[src/rtl/sfbs_pkg.sv]
// shared types and constants of the split-frame balance steering block
package sfbs_pkg;

  // field widths
  localparam int unsigned PIX_W   = 8;
  localparam int unsigned AVG_W   = 8;
  localparam int unsigned CMD_W   = 11;
  localparam int unsigned ROW_W   = 14;
  localparam int unsigned THR_W   = 8;
  localparam int unsigned VEL_W   = 10;
  localparam int unsigned CFG_W   = 14;
  localparam int unsigned IDX_W   = 3;

  // frame bookkeeping widths
  localparam int unsigned COL_W   = 13;
  localparam int unsigned TOT_W   = 22;
  localparam int unsigned SUM_W   = 30;
  localparam int unsigned HALF_W  = TOT_W - 1;
  localparam int unsigned DVS_W   = HALF_W + AVG_W - 1;

  // working width of the velocity arithmetic
  localparam int unsigned WRK_W   = 13;

  // limits
  localparam logic [TOT_W-1:0] MAX_FRAME_BYTES = TOT_W'(2097152);
  localparam logic [ROW_W-1:0] MAX_ROW_BYTES   = ROW_W'(8192);

  // divider: one quotient bit per step
  localparam int unsigned DIV_STEPS = AVG_W;
  localparam int unsigned CNT_W     = $clog2(DIV_STEPS);

  // configuration register indexes
  typedef enum logic [IDX_W-1:0] {
    REG_ROW_BYTES         = 3'd0,
    REG_BALANCE_THRESHOLD = 3'd1,
    REG_ANGULAR_STEP      = 3'd2,
    REG_ANGULAR_LIMIT     = 3'd3,
    REG_LINEAR_STEP       = 3'd4,
    REG_LINEAR_LIMIT      = 3'd5,
    REG_LINEAR_BASE       = 3'd6
  } cfg_reg_e;

  // controller to datapath
  typedef struct packed {
    logic accept;     // an input item is taken this cycle
    logic div_start;  // load the dividers from the frame sums
    logic div_step;   // one quotient bit
    logic vel_load;   // update velocities, fill output, clear frame
  } sfbs_cmd_t;

  // datapath to controller
  typedef struct packed {
    logic out_free;   // output register can take a new item
  } sfbs_status_t;

endpackage

[src/rtl/sfbs_div.sv]
// restoring divider for one half average, saturated at 255
module sfbs_div import sfbs_pkg::*; (
  input  logic              clk_i,
  input  logic              start_i,
  input  logic              step_i,
  input  logic [SUM_W-1:0]  sum_i,
  input  logic [HALF_W-1:0] half_i,
  output logic [AVG_W-1:0]  avg_o
);

  logic [SUM_W-1:0] rem_q, rem_d;
  logic [DVS_W-1:0] dvs_q, dvs_d;
  logic [AVG_W-1:0] quo_q, quo_d;
  logic             zero_q, zero_d;
  logic             sat_q, sat_d;
  logic [SUM_W-1:0] dvs_ext;

  assign dvs_ext = SUM_W'(dvs_q);

  // load on start, then one compare and subtract per step
  always_comb begin
    rem_d  = rem_q;
    dvs_d  = dvs_q;
    quo_d  = quo_q;
    zero_d = zero_q;
    sat_d  = sat_q;
    if (start_i) begin
      rem_d  = sum_i;
      dvs_d  = {half_i, {(AVG_W-1){1'b0}}};
      quo_d  = '0;
      zero_d = (half_i == '0);
      sat_d  = (sum_i >= SUM_W'({half_i, {AVG_W{1'b0}}}));
    end else if (step_i) begin
      if (rem_q >= dvs_ext) begin
        rem_d = rem_q - dvs_ext;
        quo_d = {quo_q[AVG_W-2:0], 1'b1};
      end else begin
        quo_d = {quo_q[AVG_W-2:0], 1'b0};
      end
      dvs_d = dvs_q >> 1;
    end
  end

  always_ff @(posedge clk_i) begin
    rem_q  <= rem_d;
    dvs_q  <= dvs_d;
    quo_q  <= quo_d;
    zero_q <= zero_d;
    sat_q  <= sat_d;
  end

  // empty frame half gives zero, an oversized quotient saturates
  assign avg_o = zero_q ? '0 : (sat_q ? '1 : quo_q);

endmodule

[src/rtl/sfbs_datapath.sv]
// frame accumulators, config registers, dividers and velocity update
module sfbs_datapath import sfbs_pkg::*; (
  input  logic                    clk_i,
  input  logic                    rst_ni,
  input  logic                    cfg_we_i,
  input  logic [IDX_W-1:0]        cfg_index_i,
  input  logic [CFG_W-1:0]        cfg_data_i,
  input  logic [PIX_W-1:0]        pixel_byte_i,
  input  logic                    out_stall_i,
  input  sfbs_cmd_t               cmd_i,
  output sfbs_status_t            status_o,
  output logic                    out_valid_o,
  output logic signed [CMD_W-1:0] angular_cmd_o,
  output logic signed [CMD_W-1:0] linear_cmd_o,
  output logic [AVG_W-1:0]        left_average_o,
  output logic [AVG_W-1:0]        right_average_o
);

  // configuration registers
  logic [ROW_W-1:0] row_bytes_q;
  logic [THR_W-1:0] thr_q;
  logic [VEL_W-1:0] ang_step_q, ang_limit_q, lin_step_q, lin_limit_q, lin_base_q;

  always_ff @(posedge clk_i or negedge rst_ni) begin
    if (!rst_ni) begin
      row_bytes_q <= ROW_W'(5760);
      thr_q       <= THR_W'(9);
      ang_step_q  <= VEL_W'(50);
      ang_limit_q <= VEL_W'(500);
      lin_step_q  <= VEL_W'(50);
      lin_limit_q <= VEL_W'(300);
      lin_base_q  <= VEL_W'(70);
    end else if (cfg_we_i) begin
      unique case (cfg_reg_e'(cfg_index_i))
        REG_ROW_BYTES:         row_bytes_q <= cfg_data_i[ROW_W-1:0];
        REG_BALANCE_THRESHOLD: thr_q       <= cfg_data_i[THR_W-1:0];
        REG_ANGULAR_STEP:      ang_step_q  <= cfg_data_i[VEL_W-1:0];
        REG_ANGULAR_LIMIT:     ang_limit_q <= cfg_data_i[VEL_W-1:0];
        REG_LINEAR_STEP:       lin_step_q  <= cfg_data_i[VEL_W-1:0];
        REG_LINEAR_LIMIT:      lin_limit_q <= cfg_data_i[VEL_W-1:0];
        REG_LINEAR_BASE:       lin_base_q  <= cfg_data_i[VEL_W-1:0];
        default: ;
      endcase
    end
  end

  // effective row width, clamped to 1..MAX_ROW_BYTES
  logic [ROW_W-1:0] row_eff;
  logic [COL_W-1:0] row_half;
  always_comb begin
    if (row_bytes_q == '0) begin
      row_eff = ROW_W'(1);
    end else if (row_bytes_q > MAX_ROW_BYTES) begin
      row_eff = MAX_ROW_BYTES;
    end else begin
      row_eff = row_bytes_q;
    end
    row_half = COL_W'(row_eff >> 1);
  end

  // frame accumulation
  logic [COL_W-1:0] col_q, col_d;
  logic [TOT_W-1:0] tot_q, tot_d;
  logic [SUM_W-1:0] lsum_q, lsum_d, rsum_q, rsum_d;
  logic [ROW_W-1:0] col_inc;

  assign col_inc = ROW_W'(col_q) + ROW_W'(1);

  always_comb begin
    col_d  = col_q;
    tot_d  = tot_q;
    lsum_d = lsum_q;
    rsum_d = rsum_q;
    if (cmd_i.vel_load) begin
      col_d  = '0;
      tot_d  = '0;
      lsum_d = '0;
      rsum_d = '0;
    end else if (cmd_i.accept) begin
      if (tot_q < MAX_FRAME_BYTES) begin
        if (col_q < row_half) begin
          lsum_d = lsum_q + SUM_W'(pixel_byte_i);
        end else begin
          rsum_d = rsum_q + SUM_W'(pixel_byte_i);
        end
        tot_d = tot_q + TOT_W'(1);
      end
      col_d = (col_inc >= row_eff) ? '0 : col_inc[COL_W-1:0];
    end
  end

  always_ff @(posedge clk_i or negedge rst_ni) begin
    if (!rst_ni) begin
      col_q  <= '0;
      tot_q  <= '0;
      lsum_q <= '0;
      rsum_q <= '0;
    end else begin
      col_q  <= col_d;
      tot_q  <= tot_d;
      lsum_q <= lsum_d;
      rsum_q <= rsum_d;
    end
  end

  // averages over half the frame byte count
  logic [AVG_W-1:0] la, ra;

  sfbs_div u_div_left (
    .clk_i   (clk_i),
    .start_i (cmd_i.div_start),
    .step_i  (cmd_i.div_step),
    .sum_i   (lsum_q),
    .half_i  (tot_q[TOT_W-1:1]),
    .avg_o   (la)
  );

  sfbs_div u_div_right (
    .clk_i   (clk_i),
    .start_i (cmd_i.div_start),
    .step_i  (cmd_i.div_step),
    .sum_i   (rsum_q),
    .half_i  (tot_q[TOT_W-1:1]),
    .avg_o   (ra)
  );

  // velocity update
  logic signed [CMD_W-1:0] ang_q;
  logic signed [WRK_W-1:0] a_step, a_lim, l_step, l_lim, l_base;
  logic signed [WRK_W-1:0] ang0, ang1, lin0, lin1, lin_up;
  logic [AVG_W-1:0]        diff;
  logic                    balanced, left_brighter;

  always_comb begin
    a_step        = WRK_W'(ang_step_q);
    a_lim         = WRK_W'(ang_limit_q);
    l_step        = WRK_W'(lin_step_q);
    l_lim         = WRK_W'(lin_limit_q);
    l_base        = WRK_W'(lin_base_q);
    left_brighter = (la > ra);
    diff          = left_brighter ? (la - ra) : (ra - la);
    balanced      = (diff < thr_q);

    // balanced halves: stop turning, speed up
    lin_up = l_base + l_step;
    if (balanced) begin
      ang0 = '0;
      lin0 = (lin_up > l_lim) ? l_lim : lin_up;
    end else begin
      ang0 = WRK_W'(ang_q);
      lin0 = l_base;
    end

    // turn away from the brighter half (right on a tie), then step the linear velocity down
    if (left_brighter) begin
      ang1 = ang0 - a_step;
      if (ang1 < -a_lim) begin
        ang1 = -a_lim;
      end
    end else begin
      ang1 = ang0 + a_step;
      if (ang1 > a_lim) begin
        ang1 = a_lim;
      end
    end

    lin1 = lin0 - l_step;
    if (lin1 < -l_lim) begin
      lin1 = -l_lim;
    end
  end

  always_ff @(posedge clk_i or negedge rst_ni) begin
    if (!rst_ni) begin
      ang_q <= '0;
    end else if (cmd_i.vel_load) begin
      ang_q <= CMD_W'(ang1);
    end
  end

  // output register
  logic                    out_valid_q;
  logic signed [CMD_W-1:0] ang_out_q, lin_out_q;
  logic [AVG_W-1:0]        la_out_q, ra_out_q;

  always_ff @(posedge clk_i or negedge rst_ni) begin
    if (!rst_ni) begin
      out_valid_q <= 1'b0;
    end else if (cmd_i.vel_load) begin
      out_valid_q <= 1'b1;
    end else if (!out_stall_i) begin
      out_valid_q <= 1'b0;
    end
  end

  always_ff @(posedge clk_i) begin
    if (cmd_i.vel_load) begin
      ang_out_q <= CMD_W'(ang1);
      lin_out_q <= CMD_W'(lin1);
      la_out_q  <= la;
      ra_out_q  <= ra;
    end
  end

  assign status_o.out_free = !out_valid_q || !out_stall_i;
  assign out_valid_o       = out_valid_q;
  assign angular_cmd_o     = ang_out_q;
  assign linear_cmd_o      = lin_out_q;
  assign left_average_o    = la_out_q;
  assign right_average_o   = ra_out_q;

endmodule

[src/rtl/sfbs_ctrl.sv]
// controller: byte intake, end-of-frame division and update sequence
module sfbs_ctrl import sfbs_pkg::*; (
  input  logic         clk_i,
  input  logic         rst_ni,
  input  logic         in_valid_i,
  input  logic         frame_last_i,
  input  sfbs_status_t status_i,
  output logic         in_stall_o,
  output sfbs_cmd_t    cmd_o
);

  typedef enum logic [1:0] {
    ST_ACCUM,
    ST_DIV_INIT,
    ST_DIV_RUN,
    ST_UPDATE
  } state_e;

  state_e           state_q;
  logic [CNT_W-1:0] cnt_q;
  logic             accept;

  assign in_stall_o = (state_q != ST_ACCUM);
  assign accept     = in_valid_i && !in_stall_o;

  // command decode
  always_comb begin
    cmd_o.accept    = accept;
    cmd_o.div_start = (state_q == ST_DIV_INIT);
    cmd_o.div_step  = (state_q == ST_DIV_RUN);
    cmd_o.vel_load  = (state_q == ST_UPDATE) && status_i.out_free;
  end

  // sequence state and step counter
  always_ff @(posedge clk_i or negedge rst_ni) begin
    if (!rst_ni) begin
      state_q <= ST_ACCUM;
      cnt_q   <= '0;
    end else begin
      unique case (state_q)
        ST_ACCUM: begin
          if (accept && frame_last_i) begin
            state_q <= ST_DIV_INIT;
          end
        end
        ST_DIV_INIT: begin
          cnt_q   <= '0;
          state_q <= ST_DIV_RUN;
        end
        ST_DIV_RUN: begin
          cnt_q <= cnt_q + CNT_W'(1);
          if (cnt_q == CNT_W'(DIV_STEPS - 1)) begin
            state_q <= ST_UPDATE;
          end
        end
        ST_UPDATE: begin
          if (status_i.out_free) begin
            state_q <= ST_ACCUM;
          end
        end
        default: state_q <= ST_ACCUM;
      endcase
    end
  end

endmodule

[src/rtl/split_frame_balance_steering_top.sv]
// Split-frame balance steering: one byte item per cycle inside a frame.
// The last byte starts a stalled sequence: divider load, 8 quotient steps in
// one restoring divider per half, velocity update; the result is loaded into
// the output register in the update state, which holds while an earlier
// result still waits there. Reset is asynchronous, active low: config returns
// to defaults, sums, counters and angular velocity clear.
module split_frame_balance_steering_top import sfbs_pkg::*; (
  input  logic                    clk_i,
  input  logic                    rst_ni,
  input  logic                    cfg_we_i,
  input  logic [IDX_W-1:0]        cfg_index_i,
  input  logic [CFG_W-1:0]        cfg_data_i,
  input  logic                    in_valid_i,
  output logic                    in_stall_o,
  input  logic [PIX_W-1:0]        pixel_byte_i,
  input  logic                    frame_last_i,
  output logic                    out_valid_o,
  input  logic                    out_stall_i,
  output logic signed [CMD_W-1:0] angular_cmd_o,
  output logic signed [CMD_W-1:0] linear_cmd_o,
  output logic [AVG_W-1:0]        left_average_o,
  output logic [AVG_W-1:0]        right_average_o
);

  sfbs_cmd_t    cmd;
  sfbs_status_t status;

  sfbs_ctrl u_ctrl (
    .clk_i        (clk_i),
    .rst_ni       (rst_ni),
    .in_valid_i   (in_valid_i),
    .frame_last_i (frame_last_i),
    .status_i     (status),
    .in_stall_o   (in_stall_o),
    .cmd_o        (cmd)
  );

  sfbs_datapath u_datapath (
    .clk_i           (clk_i),
    .rst_ni          (rst_ni),
    .cfg_we_i        (cfg_we_i),
    .cfg_index_i     (cfg_index_i),
    .cfg_data_i      (cfg_data_i),
    .pixel_byte_i    (pixel_byte_i),
    .out_stall_i     (out_stall_i),
    .cmd_i           (cmd),
    .status_o        (status),
    .out_valid_o     (out_valid_o),
    .angular_cmd_o   (angular_cmd_o),
    .linear_cmd_o    (linear_cmd_o),
    .left_average_o  (left_average_o),
    .right_average_o (right_average_o)
  );

endmodule
[config.mk]
export PLATFORM = sky130hd
export DESIGN_NAME = split_frame_balance_steering_top
export DESIGN_NICKNAME = d
export VERILOG_FILES = /design/src/rtl/sfbs_pkg.sv /design/src/rtl/sfbs_div.sv /design/src/rtl/sfbs_datapath.sv /design/src/rtl/sfbs_ctrl.sv /design/src/rtl/split_frame_balance_steering_top.sv
export SDC_FILE = /design/constraint.sdc
export NUM_CORES = 1
export LEC_CHECK = 0
export BUFFER_PORTS_ARGS = -buffer_cell sky130_fd_sc_hd__buf_2
export CORE_MARGIN = 2
export CORE_UTILIZATION = 55
export CTS_CLUSTER_DIAMETER = 50
export DETAILED_ROUTE_END_ITERATION = 16
export GPL_TIMING_DRIVEN = 0
export PLACE_DENSITY = 0.72
export SYNTH_ARGS = -nofsm -noshare
export SYNTH_HDL_FRONTEND = slang
export SYNTH_HIERARCHICAL = 1
export SYNTH_SLANG_ARGS = --single-unit
[constraint.sdc]
create_clock -name clk_i -period 10.8 [get_ports clk_i]
set_clock_uncertainty 0.1 [all_clocks]
set_input_delay 1.08 -clock clk_i [delete_from_list [all_inputs] [get_ports clk_i]]
set_output_delay 1.08 -clock clk_i [all_outputs]
set_load 0.01 [all_outputs]
==> results of run 1 <==
[per-stage QoR]
stage               utilization  hold WS (ps)
CTS                      0.6170         398.3
global placement         0.5798         376.7
floorplan                     -         350.9
detailed placement       0.5816         377.6
global route             0.6173         428.8
finish                   0.6173         395.5
[worst max path at each step]
stage                                       from                           end  slack, ps  depth (start not counted)
floorplan           u_datapath/u_div_right/sat_q  u_datapath/angular_cmd_o[10]       3240                         39
global placement    u_datapath/u_div_right/sat_q   u_datapath/angular_cmd_o[1]       1230                         38
detailed placement  u_datapath/u_div_right/sat_q   u_datapath/angular_cmd_o[1]        980                         37
CTS                 u_datapath/u_div_right/sat_q   u_datapath/angular_cmd_o[1]        920                         37
global route        u_datapath/u_div_right/sat_q   u_datapath/angular_cmd_o[2]         40                         37
finish              u_datapath/u_div_right/sat_q   u_datapath/angular_cmd_o[1]        730                         37
[kinds of logic (layout without fill, tap and decap cells)]
group / after synthesis / after routing / synth area share
buffers and inverters: 355 / 516 / 0.05668
adders and majority gates: 268 / 268 / 0.1324
DFF: 358 / 358 / 0.3692
AOI/OAI and AO/OA: 622 / 622 / 0.1577
other: 0 / 1 / 0
xor gates and xnor gates: 153 / 153 / 0.05175
and+or+nand+nor: 964 / 964 / 0.1798
muxes: 129 / 129 / 0.05238
[layer usage]
metal | vias up | global-route usage | share of wire
li1 | 10360 | - | -
met1 | 10540 | 0.3868 | 0.44
met2 | 691 | 0.4567 | 0.45
met3 | 153 | 0.05112 | 0.066
met4 | 0 | 0.1072 | 0.035
met5 | - | 0 | 0
[cell usage after synthesis, drive strengths merged (20+ instances only)]
cell | count | area, µm²
mux2i | 77 | 770.7
nor4 | 40 | 312.8
and2 | 25 | 161.4
a31oi | 22 | 137.6
xnor2 | 104 | 910.9
o31ai | 23 | 182.7
ha | 258 | 3228
buf | 38 | 246.5
inv | 248 | 930.9
nor3 | 49 | 260.3
a211oi | 20 | 177.7
a21oi | 137 | 693.2
and3 | 22 | 140.1
mux2 | 52 | 585.6
nand4 | 39 | 256.5
dfrtp | 159 | 3979
dfstp | 25 | 656.9
dfxtp | 30 | 600.6
nand3 | 58 | 300.3
edfxtp | 144 | 4324
o21ai | 201 | 1013
xor2 | 49 | 429.2
a21o | 63 | 473.0
clkbuf | 69 | 290.3
nand2b | 22 | 137.6
nand2 | 339 | 1272
nor2 | 261 | 982.2
o21a | 21 | 157.7
nor2b | 26 | 162.7
or3 | 20 | 125.1
[critical path: cells and delay by family, from the launching register on]
family / cells / cell delay (ps)
compound gates: 14 / 4110
flops: 1 / 320
fa+ha+maj: 5 / 1390
mux: 2 / 730
buf+inv: 6 / 1660
simple gates: 9 / 1330
xor+xnor: 1 / 150
[layout make-up]
type | instances | area (µm²) | share of cell area
inverters | 248 | 930.9 | 0.03239
flip-flops and latches | 358 | 9560 | 0.3327
clock inverters | 19 | 142.6 | 0.004963
diodes | 1 | 2.502 | 0.00008707
multi-input cells | 2136 | 14890 | 0.5181
repair buffers | 71 | 412.9 | 0.01437
plain buffers | 107 | 536.8 | 0.01868
well taps | 607 | 759.5 | 0.02643
clock buffers | 71 | 1505 | 0.05237
[flip-flops by register name (all words and copies together), names as in the netlist, 11 cells and up]
register                      flops
u_datapath/lsum_q                30
u_datapath/rsum_q                30
u_datapath/linear_cmd_o          11
u_datapath/u_div_left/rem_q      30
u_datapath/u_div_left/dvs_q      28
u_datapath/angular_cmd_o         11
u_datapath/tot_q                 22
u_datapath/u_div_right/dvs_q     28
u_datapath/col_q                 13
u_datapath/ang_q                 11
u_datapath/u_div_right/rem_q     30
u_datapath/row_bytes_q           14
==> results.toml, run 1 <==
[logic_synthesis]
ys_ff_latch = 358
ys_types = 101
syn_area_um2 = 25890
netlist_instances = 2849
yosysWarnings = 6
synth_nets = 3148
syn_avg_cell_area_um2 = 9.088
synth_edf_count = 144
synthArstFlopShare = 0.5140
ys_seq_area_frac = 0.3692
ys.flop_type = "dfrtp_1"

[clock_tree]
tritoncts = "yes"
clk_pin_slew_ps = 60
clkSinkCount = 358
post_cts_buffers = 0
clock-root-buffer = "clkbuf_16"
cts_hold_buf = 0
cts_buffer_depth = 3
cts_resized = 0
h-tree-depth = 2
cts_made_buffers = 48
clock_latency_ps = 590

[floorplanning]
io_pins = 71
die_area_um2 = 48830
rows = 79
dieWidth_um = 221.0
initial_core_util = 0.5562
die_y_um = 221.0
coreArea_um2 = 46560

[min_path]
hold_path_depth = 2
min_from = "u_datapath/ang_q[4]"
hp-class = "flop to flop"
whs_endpoint = "u_datapath/ang_q[4]"

[critical_path]
critPathArrivalTime_ps = 10280
slowest_delay_ps = 770
criticalPathCategory = "flop to flop"
timing.rr.start = "u_datapath/u_div_right/sat_q"
reg2reg_setup_slack_ps = 730
cp_slowest_cell = "o41ai_1"
r2r_cells = 37
end_kind = "flop"
r2r-end = "u_datapath/angular_cmd_o[1]"
critPathRequiredTime_ps = 11010
cpMostUsedCell = "o21ai_0"
cp_max_fo = 10
start_kind = "flop"

[route]
wire_per_inst_um = 19.62
first_pass_iters = 5
postRouteAntennaNets = 0
via_per_inst = 6.011
drt_iter0_drc = 1834
drc_errors = 0
vias = 21750
wirelength_um = 71000

[global_routing]
track_usage = 0.2853
antenna_found_initial = 2
overflow = 0
grt_pass1_wl_um = 113400
grt_max_degree = 104
grt_pass1_vias = 21800

[finish]
layout_commonest_cell = "nand2_1"
fin_area_um2 = 28740
syn2layout_area_growth_pct = 11.00
fill_cells = 3943
finalNetCount = 3269
fin_cells = 3618
layout_common_cells = "nand2_1, nor2_1, ha_1"
drive_gt1_frac = 0.1106

[sta]
setup_viol = 0
fin_ws_ps = 731.1
grt_setup_unrepaired = "false"
min_period_ps = 10070
period_share = 0.9323
fmax_mhz = 99.32
slew_violations = 0
worst_slew_pin_slew_ps = 1151
slew_headroom = 0.2268
hold_viol_final = 0
tns_ps = 0

[placement]
port_buffers = 68
place_ws_ps = 983.7
place_congestion = 0.9090
placed_area_um2 = 27080
dp_cells = 3526
hpwl_um = 53720

[flow_run]
drv_cap = 0

[run_status]
status = "complete, no violations"
Power of run 1 is left out: the tool's default activity adds up to more than one toggle a clock period on the data nets, which glitch-free logic cannot reach.
==> run 2: changes to the inputs <==
--- a/config.mk
+++ b/config.mk
@@ -6,12 +6,14 @@
 export NUM_CORES = 1
 export LEC_CHECK = 0
 export BUFFER_PORTS_ARGS = -buffer_cell sky130_fd_sc_hd__buf_2
+export CELL_PAD_IN_SITES_DETAIL_PLACEMENT = 1
+export CELL_PAD_IN_SITES_GLOBAL_PLACEMENT = 1
 export CORE_MARGIN = 2
-export CORE_UTILIZATION = 55
+export CORE_UTILIZATION = 50
 export CTS_CLUSTER_DIAMETER = 50
 export DETAILED_ROUTE_END_ITERATION = 16
 export GPL_TIMING_DRIVEN = 0
-export PLACE_DENSITY = 0.72
+export PLACE_DENSITY_LB_ADDON = 0.1
 export SYNTH_ARGS = -nofsm -noshare
 export SYNTH_HDL_FRONTEND = slang
 export SYNTH_HIERARCHICAL = 1
==> run 2 against run 1 <==
  * Final cell count increased by 2.3%
  * Global-route usage increased by 2.2 points
  * Maximum frequency increased by 0.80%
  * Sequential share of layout area decreased by 0.34 points
  * Routed wire length increased by 16%
  * Non-clock buffer count decreased by 1
  * Worst hold slack got worse by 64 ps
  * Die area increased by 9.8%
  * Critical path depth increased by 1
  * First-iteration DRC count decreased by 33%
  * Register-to-register slack improved by 80 ps
  * Core utilization decreased by 5.1 points
  * Critical path type unchanged
==> results.toml, run 2 (synthesis results as in run 1) <==
[floorplanning]
die_area_um2 = 53620
dieWidth_um = 231.6
coreArea_um2 = 51300
die_y_um = 231.6
io_pins = 71
initial_core_util = 0.5047
rows = 83

[placement]
place_congestion = 0.8990
hpwl_um = 62440
port_buffers = 68

[clock_tree]
clkSinkCount = 358
clk_pin_slew_ps = 60
cts_made_buffers = 53
h-tree-depth = 2
clock-root-buffer = "clkbuf_16"
tritoncts = "yes"
cts_buffer_depth = 3
clock_latency_ps = 610
post_cts_buffers = 0
cts_hold_buf = 0

[sta]
hold_viol_final = 0
fmax_mhz = 100.1
grt_setup_unrepaired = "false"
slew_violations = 0
min_period_ps = 9989
setup_viol = 0
tns_ps = 0
slew_headroom = 0.1240
worst_slew_pin_slew_ps = 1304
period_share = 0.9249

[critical_path]
criticalPathCategory = "flop to flop"
slowest_delay_ps = 620
cp_max_fo = 10
start_kind = "flop"
critPathRequiredTime_ps = 11000
end_kind = "flop"
critPathArrivalTime_ps = 10190
cp_slowest_cell = "o41ai_2"

[route]
first_pass_iters = 5
via_per_inst = 5.953
wirelength_um = 82160
vias = 22030
wire_per_inst_um = 22.20
postRouteAntennaNets = 0
drc_errors = 0
drt_iter0_drc = 1220

[finish]
regArea_um2 = 9560
multi_input_area_um2 = 14910
layout_commonest_cell = "nand2_1"
syn2layout_area_growth_pct = 12.13
fill_cells = 5987
layout_common_cells = "nand2_1, nor2_1, ha_1"
finalNetCount = 3273
drive_gt1_frac = 0.1130

[flow_run]
drv_cap = 0

[global_routing]
overflow = 0
grt_pass1_wl_um = 129900
track_usage = 0.3077
antenna_found_initial = 3
grt_pass1_vias = 23410
grt_max_degree = 117

[run_status]
status = "complete, no violations"

[min_path]
hp-class = "primary input to asynchronous set/reset pin"
[run 2: layout make-up]
| class | instances | area share |
|---|---|---|
| diodes | 1 | 0.00008619 |
| plain buffers | 107 | 0.01849 |
| clock buffers | 68 | 0.05197 |
| clock inverters | 32 | 0.01172 |
| inverters | 248 | 0.03206 |
| multi-input cells | 2136 | 0.5134 |
| flip-flops and latches | 358 | 0.3293 |
| well taps | 680 | 0.02930 |
| repair buffers | 70 | 0.01370 |
[run 2: per-layer routing]
metal | wire length, µm | track usage | vias up | share of wire
met2 | 40170 | 0.5326 | 479 | 0.49
li1 | - | - | 10360 | -
met3 | 3723 | 0.05044 | 147 | 0.045
met1 | 35250 | 0.3878 | 11040 | 0.43
met5 | 31 | 0 | - | 0.00038
met4 | 2990 | 0.1082 | 4 | 0.036
[run 2: worst paths after layout]
check                                                  to  cells past startpoint                           start  slack (ps)
min in group clk_i         u_datapath/u_div_left/quo_q[7]                      2  u_datapath/u_div_left/quo_q[7]         410
min                                  u_datapath/col_q[11]                      1                          rst_ni         330
max                           u_datapath/angular_cmd_o[8]                     38     u_datapath/u_div_left/sat_q         810
min reg2reg                u_datapath/u_div_left/quo_q[7]                      2  u_datapath/u_div_left/quo_q[7]         410
max reg2reg                   u_datapath/angular_cmd_o[8]                     38     u_datapath/u_div_left/sat_q         810
max in group asynchronous           u_datapath/rsum_q[22]                      2                          rst_ni        9250
[run 2: timing repair]
item | 4_1_cts | 5_1_grt
gates resized for setup | 0 | 2
hold endpoints to repair | 0 | 0
setup endpoints to repair | 0 | 18
[run 2: metrics by stage]
stage	instances	util	hold slack [ps]	setup slack [ps]	area, µm²
6_report	3700	0.5659	331.8	810.8	29030
5_1_grt	3699	0.5659	359.8	127.1	29030
4_1_cts	3699	0.5655	317.4	387.5	29010
3_5_place_dp	3599	0.5294	397.5	424.8	27160
3_3_place_gp	3597	0.5279	382.0	596.0	27080
2_1_floorplan	2849	-	350.9	3239	25890
[run 2: worst max-delay path: cells and delay by family (launching register included)]
| family | cells | cell delay, ps |
|---|---|---|
| AND/OR/NAND/NOR | 10 | 1740 |
| buffers and inverters | 7 | 2030 |
| XOR/XNOR | 1 | 150 |
| multiplexers | 2 | 490 |
| flip-flops | 1 | 400 |
| AO/OA/AOI/OAI | 13 | 3390 |
| adder cells (fa/ha/maj) | 5 | 1360 |
Power of run 2 is left out for the same reason.
